$ cat config.mk
export PLATFORM = sky130hd
export DESIGN_NAME = fixed_capacity_list_engine_core
export DESIGN_NICKNAME = d
export VERILOG_FILES = /design/src/fcl_pkg.sv /design/src/fcl_ctrl.sv /design/src/fcl_dpath.sv /design/src/fixed_capacity_list_engine_core.sv
export VERILOG_INCLUDE_DIRS = /design/src /design/src/src
export SDC_FILE = /design/constraint.sdc
export NUM_CORES = 2
export LEC_CHECK = 0
export ABC_AREA = 1
export BUFFER_PORTS_ARGS = -buffer_cell sky130_fd_sc_hd__buf_4
export CAP_MARGIN = 10
export CORE_ASPECT_RATIO = 0.7
export CORE_UTILIZATION = 40
export DETAILED_ROUTE_END_ITERATION = 12
export GPL_TIMING_DRIVEN = 0
export PLACE_DENSITY_LB_ADDON = 0.05
export SETUP_SLACK_MARGIN = 0.05
export SYNTH_ARGS = -nofsm -noshare
export SYNTH_HDL_FRONTEND = slang
export SYNTH_HIERARCHICAL = 1
export SYNTH_SLANG_ARGS = --single-unit
$ cat constraint.sdc
create_clock -name i_clk -period 7.1 [get_ports i_clk]
set_clock_uncertainty 0.15 [all_clocks]
set_input_delay 0.355 -clock i_clk [delete_from_list [all_inputs] [get_ports i_clk]]
set_output_delay 0.355 -clock i_clk [all_outputs]
set_load 0.03 [all_outputs]
$ cat src/fixed_capacity_list_engine_core_assert.svh
// ----------------------------------------------------------------------------
// Assertion macros for the fixed-capacity list engine
// Immediate-implication and next-cycle-implication checks, reset-gated.
// ----------------------------------------------------------------------------
`ifndef FIXED_CAPACITY_LIST_ENGINE_CORE_ASSERT_SVH
`define FIXED_CAPACITY_LIST_ENGINE_CORE_ASSERT_SVH

// Same-cycle implication, disabled while reset is asserted.
`define FCL_ASSERT_IMP(label, clk, rst_n, ante, cons, msg) \
    label: assert property (@(posedge clk) disable iff (!rst_n) (ante) |-> (cons)) \
        else $error(msg);

// Next-cycle implication, disabled while reset is asserted.
`define FCL_ASSERT_NXT(label, clk, rst_n, ante, cons, msg) \
    label: assert property (@(posedge clk) disable iff (!rst_n) (ante) |=> (cons)) \
        else $error(msg);

`endif

$ cat src/fcl_pkg.sv
// ----------------------------------------------------------------------------
// fcl_pkg
// Shared types, command codes and controller/datapath interface structs.
// ----------------------------------------------------------------------------
package fcl_pkg;

    localparam int DEPTH_DEF = 64;
    localparam int IDX_W     = 6;
    localparam int TOT_W     = 7;

    // request command codes
    localparam logic [2:0] CMD_APPEND  = 3'd0;
    localparam logic [2:0] CMD_PREPEND = 3'd1;
    localparam logic [2:0] CMD_SORTED  = 3'd2;
    localparam logic [2:0] CMD_REMOVE  = 3'd3;
    localparam logic [2:0] CMD_SEARCH  = 3'd4;

    // result status codes
    localparam logic [1:0] ST_OK      = 2'd0;
    localparam logic [1:0] ST_FULL    = 2'd1;
    localparam logic [1:0] ST_MISSING = 2'd2;

    // datapath operations
    localparam logic [3:0] DP_NOP       = 4'd0;
    localparam logic [3:0] DP_LOAD      = 4'd1;
    localparam logic [3:0] DP_SCAN_INIT = 4'd2;
    localparam logic [3:0] DP_SCAN      = 4'd3;
    localparam logic [3:0] DP_GAP_INIT  = 4'd4;
    localparam logic [3:0] DP_SHIFT     = 4'd5;
    localparam logic [3:0] DP_PLACE     = 4'd6;
    localparam logic [3:0] DP_MARK      = 4'd7;
    localparam logic [3:0] DP_TAKE_LAST = 4'd8;
    localparam logic [3:0] DP_MOVE      = 4'd9;
    localparam logic [3:0] DP_POST      = 4'd10;

    // gap position select
    localparam logic [1:0] PS_ZERO = 2'd0;
    localparam logic [1:0] PS_HIT  = 2'd1;
    localparam logic [1:0] PS_TOP  = 2'd2;

    typedef struct packed {
        logic [2:0]         cmd;
        logic signed [31:0] value;
    } t_in;

    typedef struct packed {
        logic [1:0]       status;
        logic [IDX_W-1:0] found_index;
        logic [TOT_W-1:0] entry_total;
    } t_out;

    typedef struct packed {
        logic [3:0] op;
        logic [1:0] pos_sel;
        logic       cmp_ge;
        logic [1:0] status;
        logic       idx_en;
    } t_dp_cmd;

    typedef struct packed {
        logic full;
        logic scan_hit;
        logic scan_done;
        logic shift_done;
        logic any_hit;
        logic out_free;
    } t_dp_sts;

endpackage

$ cat src/fcl_ctrl.sv
// ----------------------------------------------------------------------------
// fcl_ctrl
// Sequencer: decodes each request and steps the datapath through its walk.
// ----------------------------------------------------------------------------
module fcl_ctrl
    import fcl_pkg::*;
(
    input  logic       i_clk,
    input  logic       i_rst_n,
    input  logic       i_in_valid,
    output logic       o_in_ready,
    input  logic [2:0] i_cmd,
    input  t_dp_sts    i_dp_sts,
    output t_dp_cmd    o_dp_cmd
);

    localparam logic [2:0] S_IDLE  = 3'd0;
    localparam logic [2:0] S_START = 3'd1;
    localparam logic [2:0] S_SCAN  = 3'd2;
    localparam logic [2:0] S_SHIFT = 3'd3;
    localparam logic [2:0] S_MOVE  = 3'd4;
    localparam logic [2:0] S_POST  = 3'd5;

    logic [2:0] r_state, n_state;
    logic [2:0] r_cmd, n_cmd;
    logic [1:0] r_status, n_status;
    logic       r_idx_en, n_idx_en;

    assign o_in_ready = (r_state == S_IDLE);

    always_comb begin
        n_state         = r_state;
        n_cmd           = r_cmd;
        n_status        = r_status;
        n_idx_en        = r_idx_en;
        o_dp_cmd        = '0;
        o_dp_cmd.op     = DP_NOP;
        o_dp_cmd.cmp_ge = (r_cmd == CMD_SORTED);
        o_dp_cmd.status = r_status;
        o_dp_cmd.idx_en = r_idx_en;
        case (r_state)
            S_IDLE: begin
                if (i_in_valid) begin
                    o_dp_cmd.op = DP_LOAD;
                    n_cmd       = i_cmd;
                    n_state     = S_START;
                end
            end
            S_START: begin
                n_status = ST_OK;
                n_idx_en = 1'b0;
                case (r_cmd)
                    CMD_APPEND, CMD_PREPEND: begin
                        if (i_dp_sts.full) begin
                            n_status = ST_FULL;
                            n_state  = S_POST;
                        end else begin
                            o_dp_cmd.op      = DP_GAP_INIT;
                            o_dp_cmd.pos_sel = (r_cmd == CMD_APPEND) ? PS_TOP : PS_ZERO;
                            n_state          = S_SHIFT;
                        end
                    end
                    CMD_SORTED: begin
                        if (i_dp_sts.full) begin
                            n_status = ST_FULL;
                            n_state  = S_POST;
                        end else begin
                            o_dp_cmd.op = DP_SCAN_INIT;
                            n_state     = S_SCAN;
                        end
                    end
                    CMD_REMOVE, CMD_SEARCH: begin
                        o_dp_cmd.op = DP_SCAN_INIT;
                        n_state     = S_SCAN;
                    end
                    default: begin
                        n_state = S_POST;
                    end
                endcase
            end
            S_SCAN: begin
                if (i_dp_sts.scan_hit) begin
                    case (r_cmd)
                        CMD_SORTED: begin
                            o_dp_cmd.op      = DP_GAP_INIT;
                            o_dp_cmd.pos_sel = PS_HIT;
                            n_state          = S_SHIFT;
                        end
                        CMD_REMOVE: begin
                            o_dp_cmd.op = DP_TAKE_LAST;
                            n_state     = S_MOVE;
                        end
                        default: begin
                            o_dp_cmd.op = DP_MARK;
                            n_idx_en    = 1'b1;
                            n_state     = S_POST;
                        end
                    endcase
                end else if (i_dp_sts.scan_done) begin
                    case (r_cmd)
                        CMD_SORTED: begin
                            o_dp_cmd.op      = DP_GAP_INIT;
                            o_dp_cmd.pos_sel = PS_TOP;
                            n_state          = S_SHIFT;
                        end
                        CMD_REMOVE: begin
                            n_status = i_dp_sts.any_hit ? ST_OK : ST_MISSING;
                            n_state  = S_POST;
                        end
                        default: begin
                            n_status = ST_MISSING;
                            n_state  = S_POST;
                        end
                    endcase
                end else begin
                    o_dp_cmd.op = DP_SCAN;
                end
            end
            S_SHIFT: begin
                if (i_dp_sts.shift_done) begin
                    o_dp_cmd.op = DP_PLACE;
                    n_state     = S_POST;
                end else begin
                    o_dp_cmd.op = DP_SHIFT;
                end
            end
            S_MOVE: begin
                o_dp_cmd.op = DP_MOVE;
                n_state     = S_SCAN;
            end
            S_POST: begin
                if (i_dp_sts.out_free) begin
                    o_dp_cmd.op = DP_POST;
                    n_state     = S_IDLE;
                end
            end
            default: begin
                n_state = S_IDLE;
            end
        endcase
    end

    always_ff @(posedge i_clk) begin
        if (!i_rst_n) begin
            r_state <= S_IDLE;
        end else begin
            r_state <= n_state;
        end
    end

    always_ff @(posedge i_clk) begin
        r_cmd    <= n_cmd;
        r_status <= n_status;
        r_idx_en <= n_idx_en;
    end

endmodule

$ cat src/fcl_dpath.sv
// ----------------------------------------------------------------------------
// fcl_dpath
// List memory, entry count, walk pointers and the result register.
// ----------------------------------------------------------------------------
`include "fixed_capacity_list_engine_core_assert.svh"

module fcl_dpath
    import fcl_pkg::*;
#(
    parameter int DEPTH = DEPTH_DEF
) (
    input  logic               i_clk,
    input  logic               i_rst_n,
    input  logic signed [31:0] i_value,
    input  t_dp_cmd            i_dp_cmd,
    output t_dp_sts            o_dp_sts,
    output logic               o_out_valid,
    input  logic               i_out_ready,
    output t_out               o_out
);

    localparam int AW = $clog2(DEPTH);
    localparam int CW = $clog2(DEPTH + 1);
    localparam logic [CW-1:0] CNT_DEPTH = CW'(DEPTH);

    logic [31:0]        r_mem [DEPTH];
    logic [31:0]        r_rdata;
    logic [AW-1:0]      r_raddr;
    logic               r_rvld;
    logic [CW-1:0]      r_count;
    logic [CW-1:0]      r_ptr;
    logic [CW-1:0]      r_pos;
    logic               r_hit;
    logic               r_cmp_ge;
    logic signed [31:0] r_value;
    logic               r_out_vld;
    t_out               r_out;

    logic [CW-1:0]       w_raddr_ext;
    logic [CW-1:0]       w_ptr_dn;
    logic [CW-1:0]       w_cnt_dn;
    logic [AW-1:0]       w_up;
    logic                w_pending;
    logic                w_match;
    logic                w_we;
    logic [AW-1:0]       w_waddr;
    logic [31:0]         w_wdata;
    logic                w_re;
    logic [AW-1:0]       w_rd_addr;
    logic [CW+IDX_W-1:0] w_pos_wide;
    logic [CW+TOT_W-1:0] w_cnt_wide;

    assign w_raddr_ext = CW'(r_raddr);
    assign w_ptr_dn    = r_ptr - CW'(1);
    assign w_cnt_dn    = r_count - CW'(1);
    assign w_up        = r_raddr + AW'(1);
    assign w_pos_wide  = {{IDX_W{1'b0}}, r_pos};
    assign w_cnt_wide  = {{TOT_W{1'b0}}, r_count};

    // an entry in the read register only counts while it lies below the count
    assign w_pending = r_rvld && (w_raddr_ext < r_count);
    assign w_match   = r_cmp_ge ? !($signed(r_rdata) < r_value)
                                : (r_rdata == r_value);

    assign o_dp_sts.full       = (r_count == CNT_DEPTH);
    assign o_dp_sts.scan_hit   = w_pending && w_match;
    assign o_dp_sts.scan_done  = !w_pending && !(r_ptr < r_count);
    assign o_dp_sts.shift_done = !r_rvld && !(r_ptr > r_pos);
    assign o_dp_sts.any_hit    = r_hit;
    assign o_dp_sts.out_free   = !r_out_vld || i_out_ready;

    always_comb begin
        w_we      = 1'b0;
        w_waddr   = r_pos[AW-1:0];
        w_wdata   = r_rdata;
        w_re      = 1'b0;
        w_rd_addr = r_ptr[AW-1:0];
        case (i_dp_cmd.op)
            DP_SCAN: begin
                w_re      = (r_ptr < r_count);
                w_rd_addr = r_ptr[AW-1:0];
            end
            DP_SHIFT: begin
                w_we      = r_rvld;
                w_waddr   = w_up;
                w_re      = (r_ptr > r_pos);
                w_rd_addr = w_ptr_dn[AW-1:0];
            end
            DP_PLACE: begin
                w_we    = 1'b1;
                w_wdata = r_value;
            end
            DP_TAKE_LAST: begin
                w_re      = 1'b1;
                w_rd_addr = w_cnt_dn[AW-1:0];
            end
            DP_MOVE: begin
                w_we = 1'b1;
            end
            default: begin
                w_we = 1'b0;
            end
        endcase
    end

    always_ff @(posedge i_clk) begin
        if (w_we) begin
            r_mem[w_waddr] <= w_wdata;
        end
        if (w_re) begin
            r_rdata <= r_mem[w_rd_addr];
        end
    end

    always_ff @(posedge i_clk) begin
        if (!i_rst_n) begin
            r_count   <= '0;
            r_rvld    <= 1'b0;
            r_out_vld <= 1'b0;
        end else begin
            if (i_dp_cmd.op == DP_POST) begin
                r_out_vld <= 1'b1;
            end else if (r_out_vld && i_out_ready) begin
                r_out_vld <= 1'b0;
            end
            case (i_dp_cmd.op)
                DP_LOAD: begin
                    r_value <= i_value;
                end
                DP_SCAN_INIT: begin
                    r_ptr    <= '0;
                    r_pos    <= '0;
                    r_rvld   <= 1'b0;
                    r_hit    <= 1'b0;
                    r_cmp_ge <= i_dp_cmd.cmp_ge;
                end
                DP_SCAN: begin
                    r_rvld <= w_re;
                    if (w_re) begin
                        r_raddr <= r_ptr[AW-1:0];
                        r_ptr   <= r_ptr + CW'(1);
                    end
                end
                DP_GAP_INIT: begin
                    r_ptr  <= r_count;
                    r_rvld <= 1'b0;
                    case (i_dp_cmd.pos_sel)
                        PS_HIT:  r_pos <= w_raddr_ext;
                        PS_TOP:  r_pos <= r_count;
                        default: r_pos <= '0;
                    endcase
                end
                DP_SHIFT: begin
                    r_rvld <= w_re;
                    if (w_re) begin
                        r_raddr <= w_ptr_dn[AW-1:0];
                        r_ptr   <= w_ptr_dn;
                    end
                end
                DP_PLACE: begin
                    r_count <= r_count + CW'(1);
                end
                DP_MARK, DP_TAKE_LAST: begin
                    r_pos <= w_raddr_ext;
                end
                DP_MOVE: begin
                    // moved-in entry sits in the read register: recheck it next
                    r_count <= w_cnt_dn;
                    r_hit   <= 1'b1;
                    r_raddr <= r_pos[AW-1:0];
                    r_rvld  <= 1'b1;
                    r_ptr   <= r_pos + CW'(1);
                end
                DP_POST: begin
                    r_out.status      <= i_dp_cmd.status;
                    r_out.found_index <= i_dp_cmd.idx_en ? w_pos_wide[IDX_W-1:0] : '0;
                    r_out.entry_total <= w_cnt_wide[TOT_W-1:0];
                end
                default: begin
                    r_rvld <= r_rvld;
                end
            endcase
        end
    end

    assign o_out_valid = r_out_vld;
    assign o_out       = r_out;

    `FCL_ASSERT_IMP(a_count_cap, i_clk, i_rst_n, 1'b1, r_count <= CNT_DEPTH, "count above capacity")
    `FCL_ASSERT_IMP(a_place_room, i_clk, i_rst_n, i_dp_cmd.op == DP_PLACE, r_count < CNT_DEPTH, "place into full list")
    `FCL_ASSERT_IMP(a_post_slot, i_clk, i_rst_n, i_dp_cmd.op == DP_POST, !r_out_vld || i_out_ready, "result overwritten")
    `FCL_ASSERT_NXT(a_move_recheck, i_clk, i_rst_n, i_dp_cmd.op == DP_MOVE, r_rvld && (r_ptr == r_pos + CW'(1)), "move lost recheck")

endmodule

$ cat src/fixed_capacity_list_engine_core.sv
// ----------------------------------------------------------------------------
// fixed_capacity_list_engine_core
// Ordered list of signed 32-bit values with append, prepend, sorted insert,
// remove-all and search requests; one result per request.
// ----------------------------------------------------------------------------
//  channel   direction  handshake                  payload
//  request   in         i_in_valid / o_in_ready    i_in  (cmd, value)
//  result    out        o_out_valid / i_out_ready  o_out (status, found_index,
//                                                        entry_total)
//
//  Time per request, from one accepted request to the next with the result
//  register free: append does not depend on the entries held; prepend,
//  sorted insert, search and remove walk the list, and remove also moves the
//  last entry into the slot of each match. The single read port of the list
//  memory sets this: walks fetch one entry per cycle, except while a match is moved.
//  Reset (synchronous, active low) empties the list at once; no clearing pass.
//  A posted result waits in its own register; the next request is taken while
//  it waits and stalls only when its own result finds that register occupied.
// ----------------------------------------------------------------------------
module fixed_capacity_list_engine_core
    import fcl_pkg::*;
#(
    parameter int DEPTH = DEPTH_DEF
) (
    input  logic i_clk,
    input  logic i_rst_n,
    input  logic i_in_valid,
    output logic o_in_ready,
    input  t_in  i_in,
    output logic o_out_valid,
    input  logic i_out_ready,
    output t_out o_out
);

    // control and status between sequencer and datapath
    t_dp_cmd w_dp_cmd;
    t_dp_sts w_dp_sts;

    // sequencer: take the request, walk the list, post the result
    fcl_ctrl u_ctrl (
        .i_clk      (i_clk),
        .i_rst_n    (i_rst_n),
        .i_in_valid (i_in_valid),
        .o_in_ready (o_in_ready),
        .i_cmd      (i_in.cmd),
        .i_dp_sts   (w_dp_sts),
        .o_dp_cmd   (w_dp_cmd)
    );

    // datapath: hold the list memory, count, walk pointers and result register
    fcl_dpath #(
        .DEPTH (DEPTH)
    ) u_dpath (
        .i_clk       (i_clk),
        .i_rst_n     (i_rst_n),
        .i_value     (i_in.value),
        .i_dp_cmd    (w_dp_cmd),
        .o_dp_sts    (w_dp_sts),
        .o_out_valid (o_out_valid),
        .i_out_ready (i_out_ready),
        .o_out       (o_out)
    );

endmodule
==> run summary <==
Sequential cells were found to cover 67.3% of the synthesized design area. In the final timing run, aggregate negative setup slack is 0 ns. The share of the core filled with cells is 48.1%.

The number of DRC markers after the initial detailed-route iteration came out at 11005. The fraction of layout instances using a drive strength above 1 came out at 12.1%. The estimated wirelength of the detail-placed design is 291 mm. The CTS root buffer is clkbuf_16. The Yosys warning count came out at 6. The DRC violation count after routing is 0. The number of max-capacitance violations reported came out at 0. The depth of the CTS H-tree came out at 4. The final route contains 73475 vias. The maximum fanout along the worst path is 10. The post-synthesis net count came out at 9226. The average detailed-routed wire length per instance is 31.4 um. The clock latency on the worst-skew pair came out at 0.89 ns. The startpoint class of the critical path is a flop. The area overhead of the layout relative to synthesis came out at 19.2%. The first-pass GRT wire length is 552 mm. Setup slack on the worst reg-to-reg path comes out at 0.02 ns. The tightest slew margin relative to the limit is 17.1%.

A synthesized cell averages 10.6 sq um. The number of antenna violations at the first check in global routing came to 39. Across every metal layer, demand over resource in global routing totals 33.3%. At the pin with the least slew margin, the transition time is 1.24 ns. The first detailed-routing pass took 6 iterations. The maximum ir drop on the vdd rail came out at 0.383 mV. In this run the worst hold path is classified as in -> reg. Of the available clock period, the critical path in the final layout requires 99.7%. The area of the core region came out at 239000 sq um. The number of nets in the layout came out at 9855.

The first element of the critical path is u_dpath/r_count[2]. In this design, the stage delay of the slowest critical-path cell is 0.88 ns. The clock-pin slew on the worst setup and hold paths is 0.06 ns. For this run, the number of standard cells in the final layout without fillers is 13141. The CTS tree is yes. The final setup slack of the worst path came out at 0.0197 ns.

The total placed cells including tap cells came out at 12576. The count of distinct cell types in the synthesized netlist came out at 45. The kind of capture point of the worst setup path is a flop. In this design, the critical path's most frequently occurring cell is nand3_1. The analysis attributes to cell leakage a power of 0.0471 uW. After detailed placement, the total cell area comes to 106000 sq um. The per-cell via count in the routed design came out at 5.59. The number of buffers added on ports came out at 55. The final antenna-violating net count came out at 0. Summed over all layers, the global routing overflow is 0. The number of instances in the synthesized netlist came out at 9129. The routed design has 413 mm of wire. Counting flops with an async set or reset pin after synthesis yields a share of 0%. In this run the critical register-to-register path is launched from u_dpath/r_count[2]. The chip width came out at 589 um. The total number of clock tree sinks is 2167. The critical path is of the reg -> reg type. The total number of placement rows came out at 150.

The startpoint identified for the worst hold timing path is i_in[0]. After layout, the minimum clock period comes to 7.08 ns. The max-slew violation total from the final report came out at 0. The overall die area is 243000 sq um. The pin count of the biggest net entering global routing came out at 34. The count of flip-flops with a built-in enable after synthesis is 2155. The slowest stage of the critical path belongs to the cell clkbuf_1. The via count of the first global-routing pass is 65594.

Setup violations remaining at the end of the flow were counted as 0. Among all flip-flop cells after synthesis, the most frequent one is edfxtp_1. The synthesized design contains 2167 register bits. The data required time at the worst endpoint is 7.63 ns. The run finished with clean final reports. The worst setup slack after placement is -1.65 ns. Static timing analysis puts the maximum clock frequency at 0.141 GHz. The final estimated routing congestion in global placement is 0.923. Setup repair after global routing could not meet its margin everywhere. The number of buffers added by the clock tree synthesis step came out at 225. The top-level port count is 56. The power density over the cells is 401 nW/um^2. The mapped cell area is 96500 sq um. The vertical die dimension is 413 um. The count of final hold-check violations came to 0.

The arrival time of data at the critical path endpoint came out at 7.61 ns. The longest clock path from root to sink contains 4 buffers. For this configuration, the core starts out at a cell density of 40.3%. The final instance area came out at 115000 sq um.
## flip-flops by register name, indices dropped and copies added (netlist names)
register and count:
u_dpath/r_mem 2048, u_dpath/r_rdata 32, u_dpath/r_value 32, u_dpath/o_out 15
u_dpath/r_count 7, u_dpath/r_pos 7, u_dpath/r_ptr 7, u_dpath/r_raddr 6
u_ctrl/r_cmd 3, u_ctrl/r_state 3, u_ctrl/r_status 2, u_ctrl/r_idx_en 1
u_dpath/o_out_valid 1, u_dpath/r_cmp_ge 1, u_dpath/r_hit 1, u_dpath/r_rvld 1
## cells by family after synthesis
group	synth area share, %
buf+inv	9.19
flops	67.3
compound gates	0.898
fa+ha+maj	0.752
simple gates	21.7
xor+xnor	0.109
## metrics by stage
| stage | power [uW] | hold WS (ns) |
|---|---|---|
| 4_1_cts | 45400 | 0.00291 |
| 3_5_place_dp | 33800 | 0.317 |
| 2_1_floorplan | 24400 | 0.250 |
| 6_report | 46100 | 0.0552 |
| 5_1_grt | 47300 | 0.0279 |
| 3_3_place_gp | 33500 | 0.318 |
## final timing paths
kind                   endpoint  cells after the start
min reg2reg    u_dpath/o_out[2]                      0
max reg2reg  u_dpath/r_rdata[1]                     27
min          u_dpath/r_value[0]                      2
max          u_dpath/r_rdata[1]                     27
## Yosys cell counts, drive strengths merged, types with 4 or more instances
| master | instances | share of area, % |
|---|---|---|
| a21oi | 48 | 0.26 |
| buf | 367 | 1.9 |
| clkbuf | 146 | 0.57 |
| clkinv | 4 | 0.016 |
| dfxtp | 12 | 0.25 |
| edfxtp | 2155 | 67 |
| ha | 58 | 0.75 |
| inv | 1726 | 6.7 |
| nand2 | 1839 | 7.2 |
| nand3 | 2179 | 11 |
| nand3b | 321 | 2.5 |
| nand4 | 8 | 0.052 |
| nor2 | 137 | 0.58 |
| nor3 | 4 | 0.021 |
| o211ai | 14 | 0.11 |
| o21a | 4 | 0.031 |
| o21ai | 71 | 0.37 |
| xor2 | 11 | 0.10 |
## timing repair
item,CTS,global route
pin swaps,4,48
gates resized for setup,60,167
hold endpoints to repair,58,0
hold buffers,39,0
setup buffers,6,99
setup endpoints to repair,3341,1593
## layout by cell type (no fill, tap or decap), types with 20 or more instances in the layout
cell           count
diode_2           20
nand3_2           30
buf_4            166
nand3_1         2143
nor2_4            68
a21oi_1           46
o21ai_4           32
clkbuf_1         151
buf_1             28
edfxtp_1        2155
clkbuf_4          45
buf_12           155
clkbuf_2          45
nand3b_1         321
buf_16            61
clkinv_2          39
clkinv_1          64
nor2_1            61
inv_1           1715
buf_2            251
nand2_1         1829
dlygate4sd3_1     39
ha_1              58
o21ai_0           32
clkbuf_16        229
## critical path, delay by kind of cell, from the launching register on
family	cells	cell delay, ns
AOI/OAI and AO/OA	8	1.52
adders and majority gates	1	0.33
buffers and inverters	6	2.05
DFF	1	0.36
and+or+nand+nor	12	2.44
## area by class of cell
class                           count  area [sq um]
Clock buffer                      273          5900
Inverter                         1730          6500
Tap cell                         3192          3990
Fill cell                       21820        124000
Sequential cell                  2167         65000
Antenna cell                       20          50.0
Timing Repair Buffer              402          6310
Multi-Input combinational cell   4719         23700
Buffer                            513          2650
Clock inverter                    125           935
## metal layers
layer / track usage (%) / vias up / part of all wire (%)
met3: 8.14 / 740 / 12
li1: - / 31763 / -
met5: 0 / - / 0.012
met1: 49.3 / 36385 / 42
met2: 46.3 / 4577 / 41
met4: 13.6 / 10 / 4.4
## where the power goes
part / switching (uW) / total [uW] / internal (uW)
logic: 14900 / 19400 / 4490
clock network: 5130 / 11500 / 6360
registers: 123 / 15200 / 15100
Power figures use the tool's default switching activity.
